File: src/hdl/lpg_pkg.sv
// shared constants and operation codes for the line pixel generator
package lpg_pkg;

  // default coordinate width
  localparam int COORD_BITS_DEFAULT = 6;

  // guard bits on top of the coordinate width for the decision variable
  localparam int GUARD_BITS = 3;

  // shared unit operation codes
  localparam int OP_BITS = 2;
  localparam logic [OP_BITS-1:0] OP_ADD     = 2'd0;
  localparam logic [OP_BITS-1:0] OP_SUB     = 2'd1;
  localparam logic [OP_BITS-1:0] OP_ABSDIFF = 2'd2;

endpackage

File: src/hdl/line_pixel_generator_core.sv
// top level: line segment rasterizer with setup sequencer and pixel stepper
//
// Takes one segment (two endpoints) per input beat and emits every pixel on it,
// one output beat per major-axis position, with last_pixel set on the final one.
// A segment passes through setup steps (two absolute differences, the steepness
// compare and two decision-variable terms, all on the one shared adder), then
// the pixel loop emits one pixel per cycle while the output register is free;
// a stall on the output side holds the loop. A segment yields major delta + 1
// pixels, at most 2^COORD_BITS. After loading the last pixel the sequencer
// returns to idle to take the next segment, so a new segment is not accepted
// before the previous one has been stepped through. The pixel loop reuses the
// same adder once per pixel to update the decision variable.
// in_ready is high only while the sequencer is idle; the final pixel may still
// sit in the output register when the next segment is accepted.
module line_pixel_generator_core #(
  parameter int COORD_BITS = lpg_pkg::COORD_BITS_DEFAULT
) (
  input  logic                  clk,
  input  logic                  rst,
  input  logic                  in_valid,
  output logic                  in_ready,
  input  logic [COORD_BITS-1:0] start_x,
  input  logic [COORD_BITS-1:0] start_y,
  input  logic [COORD_BITS-1:0] end_x,
  input  logic [COORD_BITS-1:0] end_y,
  output logic                  out_valid,
  input  logic                  out_ready,
  output logic [COORD_BITS-1:0] pixel_x,
  output logic [COORD_BITS-1:0] pixel_y,
  output logic                  last_pixel
);

  localparam int W  = COORD_BITS + lpg_pkg::GUARD_BITS;
  localparam int EW = W - COORD_BITS;

  // sequencer states
  localparam logic [2:0] ST_IDLE  = 3'd0;
  localparam logic [2:0] ST_DX    = 3'd1;
  localparam logic [2:0] ST_DY    = 3'd2;
  localparam logic [2:0] ST_ORDER = 3'd3;
  localparam logic [2:0] ST_DINIT = 3'd4;
  localparam logic [2:0] ST_INCB  = 3'd5;
  localparam logic [2:0] ST_RUN   = 3'd6;

  logic [2:0] state;
  logic [2:0] state_next;

  // captured endpoints
  logic [COORD_BITS-1:0] ax, ay, bx, by;

  // setup results
  logic [COORD_BITS-1:0] dx_abs, dy_abs;
  logic                  x_up, y_up;
  logic                  steep;
  logic [COORD_BITS-1:0] major_delta, minor_delta;

  // run state
  logic [COORD_BITS-1:0] major_pos, major_end, minor_pos;
  logic                  minor_down;
  logic signed [W-1:0]   dec;
  logic signed [W-1:0]   inc_a, inc_b;

  // shared unit hookup
  logic [lpg_pkg::OP_BITS-1:0] alu_op;
  logic signed [W-1:0]         alu_a, alu_b, alu_res;
  logic                        alu_neg;

  // output side
  logic                  out_free;
  logic                  pix_load;
  logic                  pix_last;
  logic [COORD_BITS-1:0] pix_x, pix_y;

  // ordering signals used in the order step
  logic                  steep_c;
  logic                  major_up_c, minor_up_c;
  logic [COORD_BITS-1:0] maj_a_c, maj_b_c, min_a_c, min_b_c;

  assign in_ready = (state == ST_IDLE);

  lpg_alu #(
    .WIDTH(W)
  ) u_alu (
    .op     (alu_op),
    .a      (alu_a),
    .b      (alu_b),
    .result (alu_res),
    .neg    (alu_neg)
  );

  // operand select for the shared unit
  always_comb begin
    alu_op = lpg_pkg::OP_ADD;
    alu_a  = dec;
    alu_b  = dec[W-1] ? inc_a : inc_b;
    unique case (state)
      ST_DX: begin
        alu_op = lpg_pkg::OP_ABSDIFF;
        alu_a  = {{EW{1'b0}}, ax};
        alu_b  = {{EW{1'b0}}, bx};
      end
      ST_DY: begin
        alu_op = lpg_pkg::OP_ABSDIFF;
        alu_a  = {{EW{1'b0}}, ay};
        alu_b  = {{EW{1'b0}}, by};
      end
      ST_ORDER: begin
        alu_op = lpg_pkg::OP_SUB;
        alu_a  = {{EW{1'b0}}, dx_abs};
        alu_b  = {{EW{1'b0}}, dy_abs};
      end
      ST_DINIT: begin
        alu_op = lpg_pkg::OP_SUB;
        alu_a  = {{(EW-1){1'b0}}, minor_delta, 1'b0};
        alu_b  = {{EW{1'b0}}, major_delta};
      end
      ST_INCB: begin
        alu_op = lpg_pkg::OP_SUB;
        alu_a  = {{(EW-1){1'b0}}, minor_delta, 1'b0};
        alu_b  = {{(EW-1){1'b0}}, major_delta, 1'b0};
      end
      ST_IDLE, ST_RUN: begin
        alu_op = lpg_pkg::OP_ADD;
        alu_a  = dec;
        alu_b  = dec[W-1] ? inc_a : inc_b;
      end
      default: begin
        alu_op = lpg_pkg::OP_ADD;
      end
    endcase
  end

  // axis choice from the steepness compare
  always_comb begin
    steep_c    = alu_neg;
    major_up_c = steep_c ? y_up : x_up;
    minor_up_c = steep_c ? x_up : y_up;
    maj_a_c    = steep_c ? ay : ax;
    maj_b_c    = steep_c ? by : bx;
    min_a_c    = steep_c ? ax : ay;
    min_b_c    = steep_c ? bx : by;
  end

  // pixel presented to the output register
  assign pix_x    = steep ? minor_pos : major_pos;
  assign pix_y    = steep ? major_pos : minor_pos;
  assign pix_last = (major_pos == major_end);
  assign pix_load = (state == ST_RUN) && out_free;

  // next state
  always_comb begin
    state_next = state;
    unique case (state)
      ST_IDLE:  if (in_valid) state_next = ST_DX;
      ST_DX:    state_next = ST_DY;
      ST_DY:    state_next = ST_ORDER;
      ST_ORDER: state_next = ST_DINIT;
      ST_DINIT: state_next = ST_INCB;
      ST_INCB:  state_next = ST_RUN;
      ST_RUN:   if (pix_load && pix_last) state_next = ST_IDLE;
      default:  state_next = ST_IDLE;
    endcase
  end

  always_ff @(posedge clk) begin
    if (rst) begin
      state <= ST_IDLE;
    end else begin
      state <= state_next;
    end
  end

  // datapath registers
  always_ff @(posedge clk) begin
    unique case (state)
      ST_IDLE: begin
        if (in_valid) begin
          ax <= start_x;
          ay <= start_y;
          bx <= end_x;
          by <= end_y;
        end
      end
      ST_DX: begin
        dx_abs <= alu_res[COORD_BITS-1:0];
        x_up   <= alu_neg;
      end
      ST_DY: begin
        dy_abs <= alu_res[COORD_BITS-1:0];
        y_up   <= alu_neg;
      end
      ST_ORDER: begin
        // swap endpoints so the major coordinate runs upward
        steep       <= steep_c;
        major_delta <= steep_c ? dy_abs : dx_abs;
        minor_delta <= steep_c ? dx_abs : dy_abs;
        major_pos   <= major_up_c ? maj_a_c : maj_b_c;
        major_end   <= major_up_c ? maj_b_c : maj_a_c;
        minor_pos   <= major_up_c ? min_a_c : min_b_c;
        minor_down  <= major_up_c ? !minor_up_c : minor_up_c;
      end
      ST_DINIT: begin
        dec   <= alu_res;
        inc_a <= {{(EW-1){1'b0}}, minor_delta, 1'b0};
      end
      ST_INCB: begin
        inc_b <= alu_res;
      end
      ST_RUN: begin
        // one pixel step: advance major, maybe minor, update decision
        if (pix_load && !pix_last) begin
          major_pos <= major_pos + 1'b1;
          dec       <= alu_res;
          if (!dec[W-1]) begin
            minor_pos <= minor_down ? (minor_pos - 1'b1) : (minor_pos + 1'b1);
          end
        end
      end
      default: begin
      end
    endcase
  end

  lpg_out_reg #(
    .COORD_BITS(COORD_BITS)
  ) u_out_reg (
    .clk        (clk),
    .rst        (rst),
    .load       (pix_load),
    .load_x     (pix_x),
    .load_y     (pix_y),
    .load_last  (pix_last),
    .free       (out_free),
    .out_valid  (out_valid),
    .out_ready  (out_ready),
    .pixel_x    (pixel_x),
    .pixel_y    (pixel_y),
    .last_pixel (last_pixel)
  );

endmodule

File: src/hdl/lpg_alu.sv
// shared add, subtract and absolute-difference unit
module lpg_alu #(
  parameter int WIDTH = lpg_pkg::COORD_BITS_DEFAULT + lpg_pkg::GUARD_BITS
) (
  input  logic [lpg_pkg::OP_BITS-1:0] op,
  input  logic signed [WIDTH-1:0]     a,
  input  logic signed [WIDTH-1:0]     b,
  output logic signed [WIDTH-1:0]     result,
  output logic                        neg
);

  logic signed [WIDTH-1:0] diff;
  logic signed [WIDTH-1:0] sum;

  assign diff = a - b;
  assign sum  = a + b;

  // result select; neg is the sign of the raw result, or a < b for absdiff
  always_comb begin
    unique case (op)
      lpg_pkg::OP_ADD: begin
        result = sum;
        neg    = sum[WIDTH-1];
      end
      lpg_pkg::OP_SUB: begin
        result = diff;
        neg    = diff[WIDTH-1];
      end
      lpg_pkg::OP_ABSDIFF: begin
        result = diff[WIDTH-1] ? (b - a) : diff;
        neg    = diff[WIDTH-1];
      end
      default: begin
        result = diff;
        neg    = diff[WIDTH-1];
      end
    endcase
  end

endmodule

File: src/hdl/lpg_out_reg.sv
// output register holding one pixel beat until it is taken
module lpg_out_reg #(
  parameter int COORD_BITS = lpg_pkg::COORD_BITS_DEFAULT
) (
  input  logic                  clk,
  input  logic                  rst,
  input  logic                  load,
  input  logic [COORD_BITS-1:0] load_x,
  input  logic [COORD_BITS-1:0] load_y,
  input  logic                  load_last,
  output logic                  free,
  output logic                  out_valid,
  input  logic                  out_ready,
  output logic [COORD_BITS-1:0] pixel_x,
  output logic [COORD_BITS-1:0] pixel_y,
  output logic                  last_pixel
);

  // slot can take a new beat when empty or being drained this cycle
  assign free = !out_valid || out_ready;

  // valid flag
  always_ff @(posedge clk) begin
    if (rst) begin
      out_valid <= 1'b0;
    end else if (load) begin
      out_valid <= 1'b1;
    end else if (out_ready) begin
      out_valid <= 1'b0;
    end
  end

  // payload
  always_ff @(posedge clk) begin
    if (load) begin
      pixel_x    <= load_x;
      pixel_y    <= load_y;
      last_pixel <= load_last;
    end
  end

endmodule

File: config.mk
export PLATFORM = sky130hd
export DESIGN_NAME = line_pixel_generator_core
export DESIGN_NICKNAME = d
export VERILOG_FILES = /design/src/hdl/lpg_pkg.sv /design/src/hdl/line_pixel_generator_core.sv /design/src/hdl/lpg_alu.sv /design/src/hdl/lpg_out_reg.sv
export SDC_FILE = /design/constraint.sdc
export NUM_CORES = 1
export LEC_CHECK = 0
export ABC_CLOCK_PERIOD_IN_PS = 5200
export BUFFER_PORTS_ARGS = -buffer_cell sky130_fd_sc_hd__buf_4
export CAP_MARGIN = 0
export CORE_MARGIN = 2
export CORE_UTILIZATION = 40
export CTS_BUF_LIST = sky130_fd_sc_hd__clkbuf_8
export DETAILED_ROUTE_END_ITERATION = 16
export PLACE_DENSITY = 0.55
export SKIP_LAST_GASP = 1
export SYNTH_ARGS = -nofsm -noshare
export SYNTH_HDL_FRONTEND = slang
export SYNTH_SLANG_ARGS = --single-unit
File: constraint.sdc
create_clock -name clk -period 5.2 [get_ports clk]
set_clock_uncertainty 0.05 [all_clocks]
set_input_delay 0.26 -clock clk [delete_from_list [all_inputs] [get_ports clk]]
set_output_delay 0.26 -clock clk [all_outputs]
set_load 0.03 [all_outputs]
### Word-level counts from Yosys, hierarchy flattened

Index checks and enable logic that the tools add are counted.

| storage, ports and cells | value |
|---|---|
| flip-flop bits (word level) | 111 |
| bits of input ports | 28 |
| output and inout port bits | 15 |
| word-level logic and storage cells | 95 |

| cells by class | value |
|---|---|
| add/subtract/negate cells | 6 |
| equal/unequal tests | 12 |
| mux-type cells | 34 |
| reduce and logical (&&, ||, !) cells | 20 |

Operators with widths:

| kind | number |
|---|---|
| 2-to-1 mux 6 bit | 15 |
| case mux 9 bit (5 select lines) | 1 |
| case mux 9 bit (2 select lines) | 2 |
| case mux 9 bit (4 select lines) | 1 |
| 2-to-1 mux 9 bit | 3 |
| case mux 6 bit (2 select lines) | 2 |
| case mux 3 bit (7 select lines) | 1 |
| subtractor 9 bit | 2 |
| adder 6 x 1 -> 6 bit, second input constant | 2 |
| adder 9 bit | 1 |
| == test 3 bit, second input constant | 3 |
| AND reduction 2 bit | 4 |
| == test 3 x 2 -> 1 bit, second input constant | 2 |
| == test 6 bit | 1 |
| 2-to-1 mux 1 bit | 6 |
| 2-to-1 mux 3 bit | 2 |
| nonzero test 2 bit | 3 |
| subtractor 6 x 1 -> 6 bit, second input constant | 1 |
| inequality test 2 x 1 -> 1 bit, second input constant | 2 |
| inequality test 2 bit, second input constant | 2 |
| case mux 2 bit (2 select lines) | 1 |
| OR reduction 2 bit | 2 |
| == test 3 x 1 -> 1 bit, second input constant | 1 |
| logical AND 1 bit | 3 |
| 7 further kinds | 9 |

### Longest topological paths before layout

Gate-level depths: netlist of run 1.

| depth | value |
|---|---|
| depth after elaboration | 8 |
| gate-level depth with buffers | 19 |
| mapped depth without buffers | 15 |

### Modules after synthesis

Synthesis of run 1 repeated with hierarchy kept, for this count alone.

| second synthesis, totals | value |
|---|---|
| cell total of the unflattened synthesis | 575 |
| area, all modules | 6771.5 um^2 |

By module, submodules not included:

| module | instances | cells an instance | seq. area each (um^2) | area each (um^2) |
|---|---|---|---|---|
| line_pixel_generator_core | 1 | 371 | 2882.8 | 5022.3 |
| lpg_alu | 1 | 187 | 0.0 | 1312.5 |
| lpg_out_reg | 1 | 17 | 410.4 | 436.7 |

### Worst setup path after synthesis of run 1

OpenSTA, ideal clock, no wires.

| timing | value |
|---|---|
| path type | register -> register |
| start point | reg state[1] |
| end point | reg major_delta[2] (data pin) |
| data required time | 4890 ps |
| period minus slack after synthesis | 4149 ps |
| slack | 1051 ps |
| buffers on the path | 5 |
| cell stages (with the launch flop) | 16 |
| arrival time | 3840 ps |
| library setup time | 260 ps |
| cell sequence | dfxtp_1 -> buf_2 -> buf_2 -> buf_1 -> clkbuf_1 -> o22ai_1 -> a21oi_1 -> inv_1 -> fa_1 -> o21bai_1 -> a221oi_2 -> a211oi_1 -> nor3_1 -> a211oi_4 -> buf_4 -> mux2_2 |

| on the way | value |
|---|---|
| cells in the longest elaborated chain, start to end | 6 |
| elaborated cells on any way between the ends | 16 |
| classes of those cells | 2 x add/sub; 5 x eq/ne; 5 x mux; 4 x reduce/logical |

Ends and longest elaborated chain:

| item | line | text |
|---|---|---|
| start, declared | line_pixel_generator_core.sv:45 | `logic [2:0] state;` |
| start signal, assigned | line_pixel_generator_core.sv:169 | `state <= state_next;` |
| == test 3 bit (tied with other cells) | line_pixel_generator_core.sv:96 | `unique case (state)` |
| OR reduction 2 bit (no line) / OR reduction 3 bit (equally long branches) | - |  |
| case mux 9 bit (4 select lines) / case mux 2 bit (2 select lines) (equally long branches) | line_pixel_generator_core.sv:96 |  |
| subtractor 9 bit (tied with other cells) | lpg_alu.sv:15 | `assign diff = a - b;` |
| 2-to-1 mux 1 bit (*) | lpg_alu.sv:20 | `unique case (op)` |
| 2-to-1 mux 6 bit (*) | line_pixel_generator_core.sv:195 | `major_delta <= steep_c ? dy_abs : dx_abs;` |
| end signal, assigned | line_pixel_generator_core.sv:195 |  |
| end, declared | line_pixel_generator_core.sv:55 | `logic [COORD_BITS-1:0] major_delta, minor_delta;` |

Every way passes the cells marked *; elsewhere a longest branch is shown, timed or not.
A chain may end at the register's enable or synchronous reset.

### Final worst setup path of run 1

| timing | value |
|---|---|
| start point | reg state[1] |
| end point | reg minor_pos[0] (data pin) |

| on the way | value |
|---|---|
| cells in the longest elaborated chain, start to end | 8 |
| elaborated cells on any way between the ends | 21 |
| classes of those cells | 2 x add/sub; 6 x eq/ne; 9 x mux; 4 x reduce/logical |

Ends and longest elaborated chain:

| item | line | text |
|---|---|---|
| == test 3 bit (tied with other cells) | line_pixel_generator_core.sv:96 |  |
| OR reduction 2 bit (no line) / OR reduction 3 bit (equally long branches) | - |  |
| case mux 9 bit (4 select lines) / case mux 2 bit (2 select lines) (equally long branches) | line_pixel_generator_core.sv:96 |  |
| subtractor 9 bit (tied with other cells) | lpg_alu.sv:15 |  |
| 2-to-1 mux 1 bit | lpg_alu.sv:20 |  |
| 2-to-1 mux 6 bit (tied with other cells) | line_pixel_generator_core.sv:141 | `min_b_c = steep_c ? bx : by;` |
| 2-to-1 mux 6 bit | line_pixel_generator_core.sv:199 | `minor_pos <= major_up_c ? min_a_c : min_b_c;` |
| case mux 6 bit (2 select lines) (*) | line_pixel_generator_core.sv:175 | `unique case (state)` |
| end signal, assigned | line_pixel_generator_core.sv:199 |  |
| end signal, assigned | line_pixel_generator_core.sv:215 | `minor_pos <= minor_down ? (minor_pos - 1'b1) : (minor_pos + 1'b1);` |
| end, declared | line_pixel_generator_core.sv:58 | `logic [COORD_BITS-1:0] major_pos, major_end, minor_pos;` |

Marks and branches as above.

==> key figures, run 1 <==
Job
  • MaxCap Viol Count: 0

Clocking
  • CTS tree: yes
  • Clock sink total: 111
  • Number of CTS-inserted buffers: 9
  • Clk slew on worst S/H paths: 100 ps
  • CTS root buffer: clkbuf_8
  • Postcts setup bufs: 0
  • Clk_lat worst skew: 400 ps
  • CTS max path bufs: 2
  • Htree depth: 3

Synth
  • Primary FF master, synth: edfxtp_1
  • EDFF count, synth: 107
  • Syn. warnings: 0
  • Post-synth net total: 694
  • Synth async-reset ratio: 0
  • Cells after synthesis: 634
  • Post-synthesis sequential area ratio: 0.471
  • Number of synthesized register bits: 111
  • Number of distinct library cells after synthesis: 67
  • Synthesized cell area: 7000 um2
  • Post-Syn Area per Cell: 11.0 um2

Drt
  • Via count: 5190
  • Vias/cell: 5.65
  • Final ANT Viol Nets: 0
  • Drt first pass iters: 5
  • DRT iter0 DRCs: 483
  • WL/cell: 20.3 um
  • Drt drc: 0
  • Total wire length: 18.7 mm

Placed design
  • Buffers on Ports: 42
  • Routability congestion estimate: 0.916
  • Placed cell area: 7520 um2
  • Detailed Place HPWL: 13.9 mm

Finish
  • Area growth, synth to finish: 13.6%
  • Share of post-route cells with drive strength above 1: 0.176
  • Reg area: 3290 um2
  • Commonest non-fill, non-tap cells in the layout: 107 x edfxtp_1, 55 x buf_4, 47 x mux2i_1
  • Area occupied by multi-input gates: 3400 um2
  • Diode count: 0
  • Most common cell after layout, fill and taps aside: edfxtp_1
  • Fillers: 1669
  • Cell area after layout: 7950 um2
  • Layout net count: 749

Pwr
  • VDD IR max: 0.190 mV
  • Switching Share: 0.358
  • Clk network pwr share: 0.194
  • Switching power total: 0.000916 W
  • Pint: 0.00165 W
  • Flop pwr share: 0.448
  • Cell Pwr Density: 322 nW/um2
  • Leak: 3.01 nW
  • Gate power share: 0.358

STA
  • Setup repair after global routing missed its margin: false
  • Worst slew margin relative to its limit: 0.212
  • Max Slew Vio Count: 0
  • Setup-failing EPs final: 0
  • Setup TNS: 0 ps
  • Minimum clock period: 4760 ps
  • Worst Max-Slew Pin Slew: 1170 ps
  • Final period util: 0.916
  • Hold Fails Final Rpt: 0
  • Max Fclk: 210 MHz

Setup path
  • Most used cell, CP: buf_4
  • Crit-path max FO: 37
  • Req. time, crit path: 5390 ps
  • Kind of critical path: register to register
  • Critical Path Start Type: register
  • Slowest-stage cell, CP: buf_4
  • Worst path cell trace: buf_4, buf_4, mux2i_1, o221ai_1, or2_2, ha_1, fa_1, nor2b_1, o21ai_1, a21oi_1, nor2_2, a211oi_4, buf_4, mux2_2, o21ai_0
  • CP arrival: 4950 ps
  • Crit path largest cell delay: 460 ps
  • CP top delay family: compound AO/OA/AOI/OAI gates
  • Worst Setup End Kind: register
  • Worst Path Buf+Inv: 3

Global routing
  • Largest net degree at the start of global routing: 38
  • Grt ovf: 0
  • Initial antenna violation count: 0
  • Vias in the first global route: 5026
  • Gr usage total: 0.209
  • First-pass GRT wire length: 28.8 mm

Worst hold path
  • Hold Path Class: input pin to register

Floorplanning
  • Boundary Pins: 43
  • Die Width: 136 um
  • Die area: 18600 um2
  • Vert. Die Dim: 136 um
  • Rows: 48
  • Area of the core: 17200 um2
  • Starting Density: 0.407

Outcome
  • Status: complete, no violations
==> metrics by stage <==
| stage | setup WS [ps] | instances | power (W) | hold slack, ps | util |
|---|---|---|---|---|---|
| after CTS | 529 | 919 | 0.00256 | 148 | 0.463 |
| after detailed placement | 570 | 878 | 0.00205 | 386 | 0.438 |
| after global placement | 624 | 878 | 0.00205 | 383 | 0.438 |
| after global routing | 193 | 919 | 0.00270 | 178 | 0.463 |
| final | 438 | 919 | 0.00256 | 155 | 0.463 |
| after floorplan | 1050 | 634 | 0.00181 | 279 | - |
==> worst reg2reg max path: cells and delay by family (launching register included) <==
family	cells	cell delay, ps
AO/OA/AOI/OAI	5	1080
adder cells (fa/ha/maj)	2	650
buffers and inverters	3	1030
flip-flops	1	320
multiplexers	2	730
AND/OR/NAND/NOR	3	740
==> final timing paths <==
check                               startpoint            to  slack (ps)  cells after the start
worst max register to register        state[1]  minor_pos[0]         440                     15
worst min register to register  minor_delta[3]      inc_a[4]         420                      0
worst max-delay path                  state[1]  minor_pos[0]         440                     15
worst min-delay path                  in_valid      state[0]         160                      3
==> cells by family after synthesis <==
kind of cell	Yosys count	share of synthesized area
compound gates	158	0.155
simple gates	153	0.110
flops	111	0.471
mux	85	0.128
buf+inv	70	0.0433
fa+ha+maj	32	0.0615
xor+xnor	25	0.0313
==> cells in the mapped netlist, drive strengths merged (15+ instances only) <==
cell type	instances	area share
a21oi	33	0.024
buf	15	0.013
clkbuf	21	0.011
edfxtp	107	0.46
ha	28	0.050
inv	33	0.018
mux2	38	0.061
mux2i	47	0.067
nand2	36	0.019
nor2	42	0.023
o21ai	34	0.024
xnor2	18	0.023
==> per-layer routing <==
metal | share of wire | global-route usage | vias to the layer above | routed length [um]
li1 | - | - | 2472 | -
met1 | 0.47 | 0.292 | 2545 | 8800
met2 | 0.46 | 0.325 | 151 | 8630
met3 | 0.048 | 0.0451 | 22 | 894
met4 | 0.020 | 0.0677 | 0 | 367
met5 | 0 | 0 | - | 0
==> sequential cells by signal (all words and copies together), names as in the netlist, 3 cells and up <==
register	count
dec	9
inc_b	9
ax	6
ay	6
bx	6
by	6
dx_abs	6
dy_abs	6
inc_a	6
major_delta	6
major_end	6
major_pos	6
minor_delta	6
minor_pos	6
u_out_reg.pixel_x	6
u_out_reg.pixel_y	6
state	3
==> timing repair <==
item                      4_1_cts  5_1_grt
hold endpoints to repair       27        0
hold buffers                   25        0
gates resized for setup         0        0
==> final cells by class <==
type / count / share of cell area
clock buffer: 9 / 0.0156
clock inverter: 7 / 0.00708
inverter: 34 / 0.0164
multi-input combinational: 453 / 0.428
sequential: 111 / 0.414
tap: 225 / 0.0354
timing repair buffer: 80 / 0.0834
==> power by group through the flow <==
stage / Clock [W] / Sequential, W / Combinational, W
4_1_cts: 0.000504 / 0.00115 / 0.000906
5_1_grt: 0.000544 / 0.00115 / 0.00100
2_1_floorplan: 0 / 0.00113 / 0.000677
3_5_place_dp: 0 / 0.00117 / 0.000885
6_report: 0.000496 / 0.00115 / 0.000918
3_3_place_gp: 0 / 0.00117 / 0.000882
(Power assumes the default switching activity.)
==> inputs of run 2 (changes only) <==
Settings changed: PLACE_DENSITY 0.55 to not set, PLACE_DENSITY_LB_ADDON set to 0.3.
==> key figures, run 2 (synthesis results as in run 1) <==
Clocking
  • Number of CTS-inserted buffers: 9
  • Clk_lat worst skew: 390 ps
  • CTS tree: yes
  • # resized after CTS: 0
  • CTS root buffer: clkbuf_8
  • Clock sink total: 111
  • Htree depth: 3
  • Clk slew on worst S/H paths: 100 ps
  • CTS max path bufs: 2

Finish
  • Area growth, synth to finish: 13.6%
  • Layout net count: 749
  • Regs by FF count: dec x9, inc_b x9
  • Most common cell after layout, fill and taps aside: edfxtp_1
  • Share of post-route cells with drive strength above 1: 0.177
  • Commonest non-fill, non-tap cells in the layout: 107 x edfxtp_1, 55 x buf_4, 47 x mux2i_1
  • Diode count: 0
  • Fillers: 1632

STA
  • Setup-failing EPs final: 0
  • Max Fclk: 206 MHz
  • Worst slew margin relative to its limit: 0.126
  • Hold Fails Final Rpt: 0
  • Worst Max-Slew Pin Slew: 1300 ps
  • Minimum clock period: 4850 ps
  • Setup TNS: 0 ps
  • Max Slew Vio Count: 0
  • Final period util: 0.934
  • Setup repair after global routing missed its margin: false

Global routing
  • First-pass GRT wire length: 29.0 mm
  • Grt ovf: 0
  • Largest net degree at the start of global routing: 38
  • Vias in the first global route: 5096
  • Gr usage total: 0.207
  • Initial antenna violation count: 0

Floorplanning
  • Die Width: 136 um
  • Area of the core: 17200 um2
  • Starting Density: 0.407
  • Die area: 18600 um2
  • Rows: 48
  • Boundary Pins: 43
  • Vert. Die Dim: 136 um

Setup path
  • Worst Setup End Kind: register
  • Kind of critical path: register to register
  • Critical Path Start Type: register
  • Slowest-stage cell, CP: a2111oi_0
  • Req. time, crit path: 5270 ps
  • Crit path largest cell delay: 790 ps
  • R2R cell count: 14
  • Worst R2R Setup Slack: 350 ps
  • Crit path from: state[0]
  • CP arrival: 4920 ps
  • Crit Reg-Reg Startpoint: state[0]
  • Crit-path max FO: 11
  • R2r endpoint: dx_abs[5]
  • Worst path cell trace: inv_1, nor2_1, a22oi_1, nor2_1, a21oi_1, a21boi_0, ha_1, clkinv_1, and3_1, a2111oi_0, nand3_1, a22oi_1, o22ai_1, a211o_1

Pwr
  • Total Power: 0.00255 W
  • Switching Share: 0.353
  • Flop pwr share: 0.452
  • Cell Pwr Density: 321 nW/um2
  • Pint: 0.00165 W
  • Clk network pwr share: 0.187
  • Gate power share: 0.361
  • Switching power total: 0.000901 W
  • VDD IR max: 0.208 mV
  • Leak: 3.00 nW

Drt
  • Via count: 5243
  • WL/cell: 20.2 um
  • Highest metal used: met4
  • Final ANT Viol Nets: 0
  • Routed wl met3: 1.20 mm
  • Vias/cell: 5.71
  • Total wire length: 18.6 mm
  • Drt drc: 0
  • Met2 routed WL: 8.28 mm
  • M1 wire length: 8.45 mm
  • Drt first pass iters: 5
  • DRT iter0 DRCs: 442

Placed design
  • Detailed Place HPWL: 13.7 mm
  • Buffers on Ports: 42
  • Routability congestion estimate: 0.969

Worst hold path
  • Worst min-delay path startpoint: rst
  • Hold Path Depth: 2
  • Worst min-delay path endpoint: state[2]
  • Hold Path Class: input pin to register

Job
  • MaxCap Viol Count: 0

Outcome
  • Status: complete, no violations
run 2: area by class of cell:
| class | count | area, um2 | area share |
|---|---|---|---|
| multi-input cells | 453 | 3400 | 0.428 |
| flip-flops and latches | 111 | 3290 | 0.414 |
| repair buffers | 80 | 673 | 0.0847 |
| well taps | 225 | 282 | 0.0354 |
| inverters | 34 | 130 | 0.0164 |
| clock buffers | 9 | 124 | 0.0156 |
| clock inverters | 6 | 47.5 | 0.00598 |
run 2: timing repair:
| action | CTS | global route |
|---|---|---|
| setup buffers | 0 | 0 |
| hold buffers | 24 | 0 |
| endpoints found under the hold margin | 24 | 0 |
| endpoints found under the setup margin | 0 | 0 |
run 2: power by group through the flow:
stage | logic, W | clock network, W | registers, W
global placement | 0.000881 | 0 | 0.00117
detailed placement | 0.000884 | 0 | 0.00117
global route | 0.00100 | 0.000519 | 0.00116
finish | 0.000921 | 0.000477 | 0.00115
floorplan | 0.000677 | 0 | 0.00113
CTS | 0.000908 | 0.000491 | 0.00115
run 2: metal layers:
metal	up-vias	global-route usage
met5	-	0
met2	229	0.316
met1	2503	0.292
met3	39	0.0373
li1	2472	-
met4	0	0.0833
run 2: worst max path at each step:
stage                                end  cells past startpoint
after floorplan           major_delta[2]                     15
after global placement      minor_pos[1]                     15
after detailed placement    minor_pos[1]                     15
after CTS                   minor_pos[1]                     15
after global routing        minor_pos[0]                     15
final                          dx_abs[5]                     14
run 2: through the flow:
step	hold slack (ps)	std cells	worst slack (ps)	util	cell area, um2
2_1_floorplan	279	634	1050	-	7000
3_3_place_gp	389	879	657	0.439	7540
3_5_place_dp	389	879	501	0.439	7540
4_1_cts	8.14	918	464	0.463	7950
5_1_grt	13.9	918	121	0.463	7950
6_report	26.7	918	345	0.463	7950
run 2: worst max-delay path, delay by kind of cell, from the launching register on:
kind	cells	cell delay, ps
compound gates	7	1840
simple gates	4	1070
fa+ha+maj	1	550
buf+inv	2	540
flops	1	530
